**config.mk**
```make
export PLATFORM = sky130hd
export DESIGN_NAME = base64_stream_codec
export DESIGN_NICKNAME = d
export VERILOG_FILES = /design/src/design/b64sc_pkg.sv /design/src/design/b64sc_step.sv /design/src/design/base64_stream_codec.sv
export SDC_FILE = /design/constraint.sdc
export NUM_CORES = 1
export LEC_CHECK = 0
export ABC_AREA = 1
export BUFFER_PORTS_ARGS = -buffer_cell sky130_fd_sc_hd__buf_2
export CAP_MARGIN = 25
export CORE_UTILIZATION = 62
export CTS_CLUSTER_SIZE = 24
export DETAILED_ROUTE_END_ITERATION = 6
export PLACE_DENSITY = 0.8
export SYNTH_ARGS = -nofsm -noshare
export SYNTH_HDL_FRONTEND = slang
export SYNTH_SLANG_ARGS = --single-unit
```
**constraint.sdc**
```tcl
create_clock -name clock -period 2.8 [get_ports clock]
set_clock_uncertainty 0.2 [all_clocks]
set_input_delay 0.28 -clock clock [delete_from_list [all_inputs] [get_ports clock]]
set_output_delay 0.28 -clock clock [all_outputs]
set_load 0.02 [all_outputs]
```
**src/design/b64sc_pkg.sv**
```systemverilog
// Shared types, constants and character mapping functions for the Base64 stream codec.
package b64sc_pkg;

   localparam int MaxResults = 4;
   localparam int CountWidth = $clog2(MaxResults + 1);
   localparam int IndexWidth = $clog2(MaxResults);

   localparam logic [7:0] CharUpperA = 8'h41;
   localparam logic [7:0] CharUpperZ = 8'h5A;
   localparam logic [7:0] CharLowerA = 8'h61;
   localparam logic [7:0] CharLowerZ = 8'h7A;
   localparam logic [7:0] CharZero   = 8'h30;
   localparam logic [7:0] CharNine   = 8'h39;
   localparam logic [7:0] CharPlus   = 8'h2B;
   localparam logic [7:0] CharSlash  = 8'h2F;
   localparam logic [7:0] CharPad    = 8'h3D;

   localparam logic [5:0] LowerBase = 6'd26;
   localparam logic [5:0] DigitBase = 6'd52;
   localparam logic [5:0] PlusValue = 6'd62;

   typedef enum logic {
      MODE_ENCODE = 1'b0,
      MODE_DECODE = 1'b1
   } mode_type;

   typedef struct packed {
      logic [1:0] group_position;
      logic [5:0] leftover_bits;
      logic [1:0] pad_count;
      logic       error_seen;
   } stream_state_type;

   typedef struct packed {
      logic [7:0] out_byte;
      logic       byte_valid;
      logic       end_of_message;
      logic       error;
   } rsp_item_type;

   typedef struct packed {
      rsp_item_type [MaxResults-1:0] items;
      logic [CountWidth-1:0]         count;
      stream_state_type              next_state;
   } step_result_type;

   typedef struct packed {
      logic       is_pad;
      logic       is_bad;
      logic [5:0] value;
   } symbol_type;

   function automatic logic [7:0] to_char(input logic [5:0] v);
      logic [7:0] ext;
      ext = {2'b00, v};
      if (v < LowerBase) begin
         return CharUpperA + ext;
      end else if (v < DigitBase) begin
         return CharLowerA + ext - {2'b00, LowerBase};
      end else if (v < PlusValue) begin
         return CharZero + ext - {2'b00, DigitBase};
      end else if (v == PlusValue) begin
         return CharPlus;
      end
      return CharSlash;
   endfunction

   function automatic symbol_type from_char(input logic [7:0] c);
      symbol_type s;
      s = '0;
      if (c inside {[CharUpperA:CharUpperZ]}) begin
         s.value = 6'(c - CharUpperA);
      end else if (c inside {[CharLowerA:CharLowerZ]}) begin
         s.value = 6'(c - CharLowerA + {2'b00, LowerBase});
      end else if (c inside {[CharZero:CharNine]}) begin
         s.value = 6'(c - CharZero + {2'b00, DigitBase});
      end else if (c == CharPlus) begin
         s.value = PlusValue;
      end else if (c == CharSlash) begin
         s.value = 6'd63;
      end else if (c == CharPad) begin
         s.is_pad = 1'b1;
      end else begin
         s.is_bad = 1'b1;
      end
      return s;
   endfunction

endpackage

```
**src/design/b64sc_step.sv**
```systemverilog
// Combinational encode/decode of one item against the stream state.
module b64sc_step (
   input  b64sc_pkg::mode_type         mode,
   input  logic [7:0]                  data_byte,
   input  logic                        last,
   input  b64sc_pkg::stream_state_type cur_state,
   output b64sc_pkg::step_result_type  result
);
   import b64sc_pkg::*;

   always_comb begin
      step_result_type  res;
      stream_state_type st;
      symbol_type       sym;
      logic [CountWidth-1:0] n;
      logic [IndexWidth-1:0] idx;
      logic [7:0]       byte_out;
      logic             have;
      logic             bad;
      logic             pad;
      logic [5:0]       v;

      res      = '0;
      st       = cur_state;
      sym      = from_char(data_byte);
      n        = '0;
      idx      = '0;
      byte_out = '0;
      have     = 1'b0;
      bad      = 1'b0;
      pad      = 1'b0;
      v        = '0;

      if (mode == MODE_ENCODE) begin
         case (cur_state.group_position)
            2'd1: begin
               res.items[0].out_byte = to_char({cur_state.leftover_bits[1:0], data_byte[7:4]});
               st.leftover_bits = {2'b00, data_byte[3:0]};
               st.group_position = 2'd2;
               n = CountWidth'(1);
            end
            2'd2: begin
               res.items[0].out_byte = to_char({cur_state.leftover_bits[3:0], data_byte[7:6]});
               res.items[1].out_byte = to_char(data_byte[5:0]);
               st.leftover_bits = '0;
               st.group_position = 2'd0;
               n = CountWidth'(2);
            end
            default: begin
               res.items[0].out_byte = to_char(data_byte[7:2]);
               st.leftover_bits = {4'b0000, data_byte[1:0]};
               st.group_position = 2'd1;
               n = CountWidth'(1);
            end
         endcase
         // flush the partial group and pad out to four characters
         if (last) begin
            idx = n[IndexWidth-1:0];
            if (st.group_position == 2'd1) begin
               res.items[idx].out_byte = to_char({st.leftover_bits[1:0], 4'b0000});
               res.items[idx + IndexWidth'(1)].out_byte = CharPad;
               res.items[idx + IndexWidth'(2)].out_byte = CharPad;
               n = n + CountWidth'(3);
            end else if (st.group_position == 2'd2) begin
               res.items[idx].out_byte = to_char({st.leftover_bits[3:0], 2'b00});
               res.items[idx + IndexWidth'(1)].out_byte = CharPad;
               n = n + CountWidth'(2);
            end
         end
         for (int i = 0; i < MaxResults; i++) begin
            res.items[i].byte_valid = 1'b1;
            res.items[i].error = cur_state.error_seen;
         end
         if (last) begin
            res.items[IndexWidth'(n - CountWidth'(1))].end_of_message = 1'b1;
         end
      end else begin
         // a pad in the first half of a group is as bad as a foreign character
         bad = sym.is_bad || (sym.is_pad && (cur_state.group_position < 2'd2));
         pad = sym.is_pad && !bad;
         v   = bad ? 6'd0 : sym.value;
         if (bad) begin
            st.error_seen = 1'b1;
         end
         if (pad) begin
            if (cur_state.pad_count != 2'd3) begin
               st.pad_count = cur_state.pad_count + 2'd1;
            end
         end else if (cur_state.pad_count != 2'd0) begin
            st.error_seen = 1'b1;
         end else begin
            case (cur_state.group_position)
               2'd0: begin
                  st.leftover_bits = v;
               end
               2'd1: begin
                  byte_out = {cur_state.leftover_bits, v[5:4]};
                  st.leftover_bits = {2'b00, v[3:0]};
                  have = 1'b1;
               end
               2'd2: begin
                  byte_out = {cur_state.leftover_bits[3:0], v[5:2]};
                  st.leftover_bits = {4'b0000, v[1:0]};
                  have = 1'b1;
               end
               default: begin
                  byte_out = {cur_state.leftover_bits[1:0], v};
                  st.leftover_bits = '0;
                  have = 1'b1;
               end
            endcase
         end
         st.group_position = cur_state.group_position + 2'd1;
         if (last && (st.group_position != 2'd0)) begin
            st.error_seen = 1'b1;
         end
         if (have || last) begin
            res.items[0].out_byte = byte_out;
            res.items[0].byte_valid = have;
            res.items[0].end_of_message = last;
            res.items[0].error = st.error_seen;
            n = CountWidth'(1);
         end
      end

      res.count = n;
      res.next_state = last ? '0 : st;
      result = res;
   end

endmodule

```
**src/design/base64_stream_codec.sv**
```systemverilog
// Top level of the streaming Base64 codec: input register, step logic, result buffer.
//
//  channel | direction | handshake          | payload
//  req     | in        | req_valid/req_stall | req_data_byte, req_last
//  rsp     | out       | rsp_valid/rsp_stall | rsp_out_byte, rsp_byte_valid,
//          |           |                     | rsp_end_of_message, rsp_error
//  csr     | in        | csr_valid/csr_ready | csr_mode
//
// An item waits in the input register until the result buffer is free, then its results
// (zero to four) are written at once into the result buffer and leave one per cycle
// while rsp_stall is low. Throughput is set by the single result port, so an encoded
// byte yields one or two results mid-stream and up to four on the last byte.
// Reset is synchronous and clears mode to encode and the stream state.
// A stalled result holds the buffer; the input register takes one more item meanwhile.
// csr_ready is high only while both the input register and the result buffer are empty.
module base64_stream_codec (
   input  logic       clock,
   input  logic       reset,
   input  logic       req_valid,
   output logic       req_stall,
   input  logic [7:0] req_data_byte,
   input  logic       req_last,
   output logic       rsp_valid,
   input  logic       rsp_stall,
   output logic [7:0] rsp_out_byte,
   output logic       rsp_byte_valid,
   output logic       rsp_end_of_message,
   output logic       rsp_error,
   input  logic       csr_valid,
   output logic       csr_ready,
   input  logic       csr_mode
);
   import b64sc_pkg::*;

   mode_type              mode_ff;
   stream_state_type      state_ff;
   logic                  in_full_ff, in_full_in;
   logic [7:0]            in_data_ff;
   logic                  in_last_ff;
   rsp_item_type          items_ff [MaxResults];
   logic [CountWidth-1:0] cnt_ff;
   logic [IndexWidth-1:0] rd_ff;
   step_result_type       step;
   logic                  pop, buf_free, load, accept, csr_write;

   b64sc_step u_step (
      .mode      (mode_ff),
      .data_byte (in_data_ff),
      .last      (in_last_ff),
      .cur_state (state_ff),
      .result    (step)
   );

   assign pop       = (cnt_ff != '0) && !rsp_stall;
   assign buf_free  = (cnt_ff == '0) || ((cnt_ff == CountWidth'(1)) && pop);
   assign load      = in_full_ff && buf_free;
   assign req_stall = in_full_ff && !buf_free;
   assign accept    = req_valid && !req_stall;
   assign csr_ready = !in_full_ff && (cnt_ff == '0);
   assign csr_write = csr_valid && csr_ready;

   always_comb begin
      in_full_in = in_full_ff;
      if (accept) begin
         in_full_in = 1'b1;
      end else if (load) begin
         in_full_in = 1'b0;
      end
   end

   always_ff @(posedge clock) begin
      if (reset) begin
         mode_ff    <= MODE_ENCODE;
         state_ff   <= '0;
         in_full_ff <= 1'b0;
         cnt_ff     <= '0;
         rd_ff      <= '0;
      end else begin
         in_full_ff <= in_full_in;
         if (csr_write) begin
            mode_ff  <= mode_type'(csr_mode);
            state_ff <= '0;
         end else if (load) begin
            state_ff <= step.next_state;
         end
         if (load) begin
            cnt_ff <= step.count;
            rd_ff  <= '0;
         end else if (pop) begin
            cnt_ff <= cnt_ff - CountWidth'(1);
            rd_ff  <= rd_ff + IndexWidth'(1);
         end
      end
   end

   always_ff @(posedge clock) begin
      if (accept) begin
         in_data_ff <= req_data_byte;
         in_last_ff <= req_last;
      end
      if (load) begin
         for (int i = 0; i < MaxResults; i++) begin
            items_ff[i] <= step.items[i];
         end
      end
   end

   assign rsp_valid          = (cnt_ff != '0);
   assign rsp_out_byte       = items_ff[rd_ff].out_byte;
   assign rsp_byte_valid     = items_ff[rd_ff].byte_valid;
   assign rsp_end_of_message = items_ff[rd_ff].end_of_message;
   assign rsp_error          = items_ff[rd_ff].error;

   // buffer read position plus remaining results never runs past the buffer
   a_buf_bound: assert property (@(posedge clock) disable iff (reset)
      ({1'b0, rd_ff} + cnt_ff) <= CountWidth'(MaxResults))
      else $error("result buffer overrun");

   // the stream state is back to zero after a message end is processed
   a_end_clears: assert property (@(posedge clock) disable iff (reset)
      (load && in_last_ff && !csr_write) |=> (state_ff == '0))
      else $error("stream state not cleared at message end");

   // encoded characters never carry the error flag
   a_enc_no_err: assert property (@(posedge clock) disable iff (reset)
      (rsp_valid && (mode_ff == MODE_ENCODE)) |-> !rsp_error)
      else $error("error flag on encode result");

   // a result without data is only ever the end marker
   a_bare_end: assert property (@(posedge clock) disable iff (reset)
      (rsp_valid && !rsp_byte_valid) |-> rsp_end_of_message)
      else $error("empty result that is not an end marker");

endmodule

```
==> results.yml <==
setup_path:
  cp.arrival_ps: 2550
  worstSetupPathType: "flip-flop to flip-flop"
  rr_endpoint: "items_ff[0][8]$_DFFE_PP_"
  worstPathRequired_ps: 2700
  ff2ff_setup_slack_ps: 160
  reg2regPathDepth: 13
  start_kind: "flip-flop"
  cp_max_fo: 5
  startpoint: "in_data_ff[1]$_DFFE_PP_"
  r2r_start: "in_data_ff[1]$_DFFE_PP_"
  end_kind: "flip-flop"
place:
  post-dp-hpwl_um: 14000
  port_buffers: 28
  gp_congestion: 1.04
  placed_cells: 1039
synth:
  synth.area.top_cells: "edfxtp_1 (20%), nand2_1 (14%), ha_1 (9.8%)"
  synth.most_common_cell: "nand2_1"
  netlist_area_um2: 5740
  synth_cell_type_count: 42
  yosys_warnings: 0
  synth_edf_count: 38
  synthFlopType: "edfxtp_1"
  yosysTopAreaCell: "edfxtp_1"
  synthArstFlopShare_pct: 0
  synthTopCellsByCount: "nand2_1 (220), inv_1 (102), nand3_1 (89), nor2_1 (89), o21ai_0 (68)"
  yosys.area.top_type_share_pct: 19.9
  synth_nets: 939
  ys_seq_area_share_pct: 26.8
  synthCells: 879
  synth-seq-cells: 58
  syn_avg_cell_area_um2: 6.53
clocking:
  clkTransAtPathRegs_ps: 90
  cts_sinks: 58
  post_cts.repair.setup_buffers: 0
  clockBufferDepth: 2
  cts_max_level: 3
  cts_tree: "done"
  cts_buffers: 9
  root_buffer: "clkbuf_8"
  clock_latency_ps: 350
power_and_ir_drop:
  power_leakage_nw: 3.08
  p_seq_share_pct: 28.8
  powerDensity_nw_per_um2: 669
  vdd_drop_max_v: 0.000318
  switchingPower_w: 0.00207
  clockPowerShare_pct: 18.3
  sw_frac_of_total_pct: 47.0
  p_int_w: 0.00234
  p_comb_share_pct: 52.9
grt:
  grt_overflow: 0
  grt_pass1_wl_um: 29300
  track_usage_pct: 38.3
  grt_max_degree: 32
  antenna_found_initial: 0
  grt_pass1_vias: 6101
timing:
  layout_worst_path_cycle_share_pct: 94.4
  post-route-min-period_ps: 2640
  final-setup-viol-count: 0
  clock.fmax_mhz: 378
  worstMarginPinSlew_ps: 606
  finalHoldViolations: 0
  slew_headroom_pct: 59.2
  finalMaxSlewViolations: 0
floorplanning:
  die_w_um: 98.2
  row_count: 34
  initial_core_util_pct: 64.9
  io_pins: 29
  die_area_um2: 9650
  die_y_um: 98.2
  coreArea_um2: 8850
route:
  drcViolationCount: 3
  ant_nets: 0
  drtIter0Drc: 523
  finalWirelength_um: 18400
  avgViaCountPerCell: 6.07
  vias: 6468
  post_drt_wl_per_cell_um: 17.2
  dr.pass1.iters: 7
hold_path:
  hold_path_class: "primary input to flip-flop"
  holdPathStages: 3
  min_from: "req_valid"
  min_to: "in_full_ff$_SDFFE_PP0P_"
final_layout:
  finalCoreUtilization_pct: 74.5
  final_cells: 1065
  drive_gt1_share_pct: 14.6
  n_antenna_cell: 0
  fin_nets: 1012
  fillCellCount: 741
  regArea_um2: 1540
  syn2layout_area_growth_pct: 14.8
  multi_input_area_um2: 3660
job:
  drv_cap: 0
run_status:
  status: "complete, but fails checks"
  violations: "DRC"
[how the worst max path moves through the flow]
| stage | endpoint | depth (start not counted) |
|---|---|---|
| after floorplan | items_ff[1][7]$_SDFFCE_PP0P_ | 16 |
| after global placement | items_ff[1][9]$_SDFFCE_PP0P_ | 13 |
| after detailed placement | items_ff[1][9]$_SDFFCE_PP0P_ | 13 |
| after CTS | items_ff[1][9]$_SDFFCE_PP0P_ | 13 |
| after global routing | items_ff[1][9]$_SDFFCE_PP0P_ | 15 |
| final | items_ff[0][8]$_DFFE_PP_ | 13 |
[what timing repair did]
action,CTS,global route
endpoints found under the hold margin,10,0
gates resized for setup,0,9
hold buffers,10,0
endpoints found under the setup margin,0,6
[area by class of cell]
class,count,area share [%]
Sequential cell,58,23.4
Inverter,114,6.56
Clock inverter,3,0.266
Clock buffer,13,2.73
Tap cell,108,2.05
Multi-Input combinational cell,680,55.5
Timing Repair Buffer,89,9.45
[power by group through the flow]
stage               combinational [W]  sequential, W  clock [W]
CTS                           0.00227        0.00127   0.000805
floorplan                     0.00157        0.00124          0
global route                  0.00255        0.00129   0.000835
finish                        0.00233        0.00127   0.000805
detailed placement            0.00224        0.00129          0
global placement              0.00217        0.00128          0
[logic make-up after synthesis]
group	share of synthesized area, %
XOR/XNOR	2.44
adder cells (fa/ha/maj)	9.80
buffers and inverters	9.76
AND/OR/NAND/NOR	33.4
multiplexers	0.392
AO/OA/AOI/OAI	17.4
flip-flops	26.8
[flip-flops by register name (all words and copies together) (netlist names), named ones only]
signal	cells
cnt_ff	3
in_data_ff	8
in_full_ff	1
in_last_ff	1
items_ff	29
mode_ff	1
rd_ff	2
state_ff	11
[through the flow]
stage	area [um^2]	TNS [ps]	power [W]	hold WS, ps	worst slack (ps)
2_1_floorplan	5740	0	0.00281	149	260
3_3_place_gp	6270	0	0.00345	256	185
3_5_place_dp	6270	0	0.00353	259	113
4_1_cts	6570	0	0.00434	23.2	96.1
5_1_grt	6600	-24.7	0.00467	40.6	-24.7
6_report	6600	0	0.00441	34.9	156
[cell usage in the layout, fill, tap and decap left out, drive strengths merged]
cell and instances:
nand4 8, and2 1, clkinv 3, inv 114
a31oi 12, o22ai 5, buf 79, o221ai 1
ha 45, o211ai 12, nand3 92, clkbuf 13
o2111ai 1, nor3 11, nor3b 2, mux2 2
o21ai 78, o211a 1, o311ai 1, xnor2 5
xor2 11, edfxtp 38, o21bai 2, a21oi 42
dlygate4sd3 10, nand2 231, dfxtp 20, nor2 92
or2 6, o31ai 12, a21o 2, a211oi 5
[critical path: stages (launching register included)]
cell	delay [ps]
edfxtp_1	390
inv_1	200
ha_1	270
nand2_1	70
nor2_1	190
nand2_1	80
a21oi_1	250
nand4_4	220
nand3_2	150
nand2_2	80
nand2_2	120
inv_2	50
nand2_1	50
nand2_1	80
[per-layer routing]
metal	GRT usage, %	up-vias	wire length, um
li1	-	3065	-
met1	47.8	2959	7310
met2	66.3	381	8740
met3	5.01	63	1640
met4	17.1	0	672
met5	0	-	0
(Power assumes the default switching activity.)
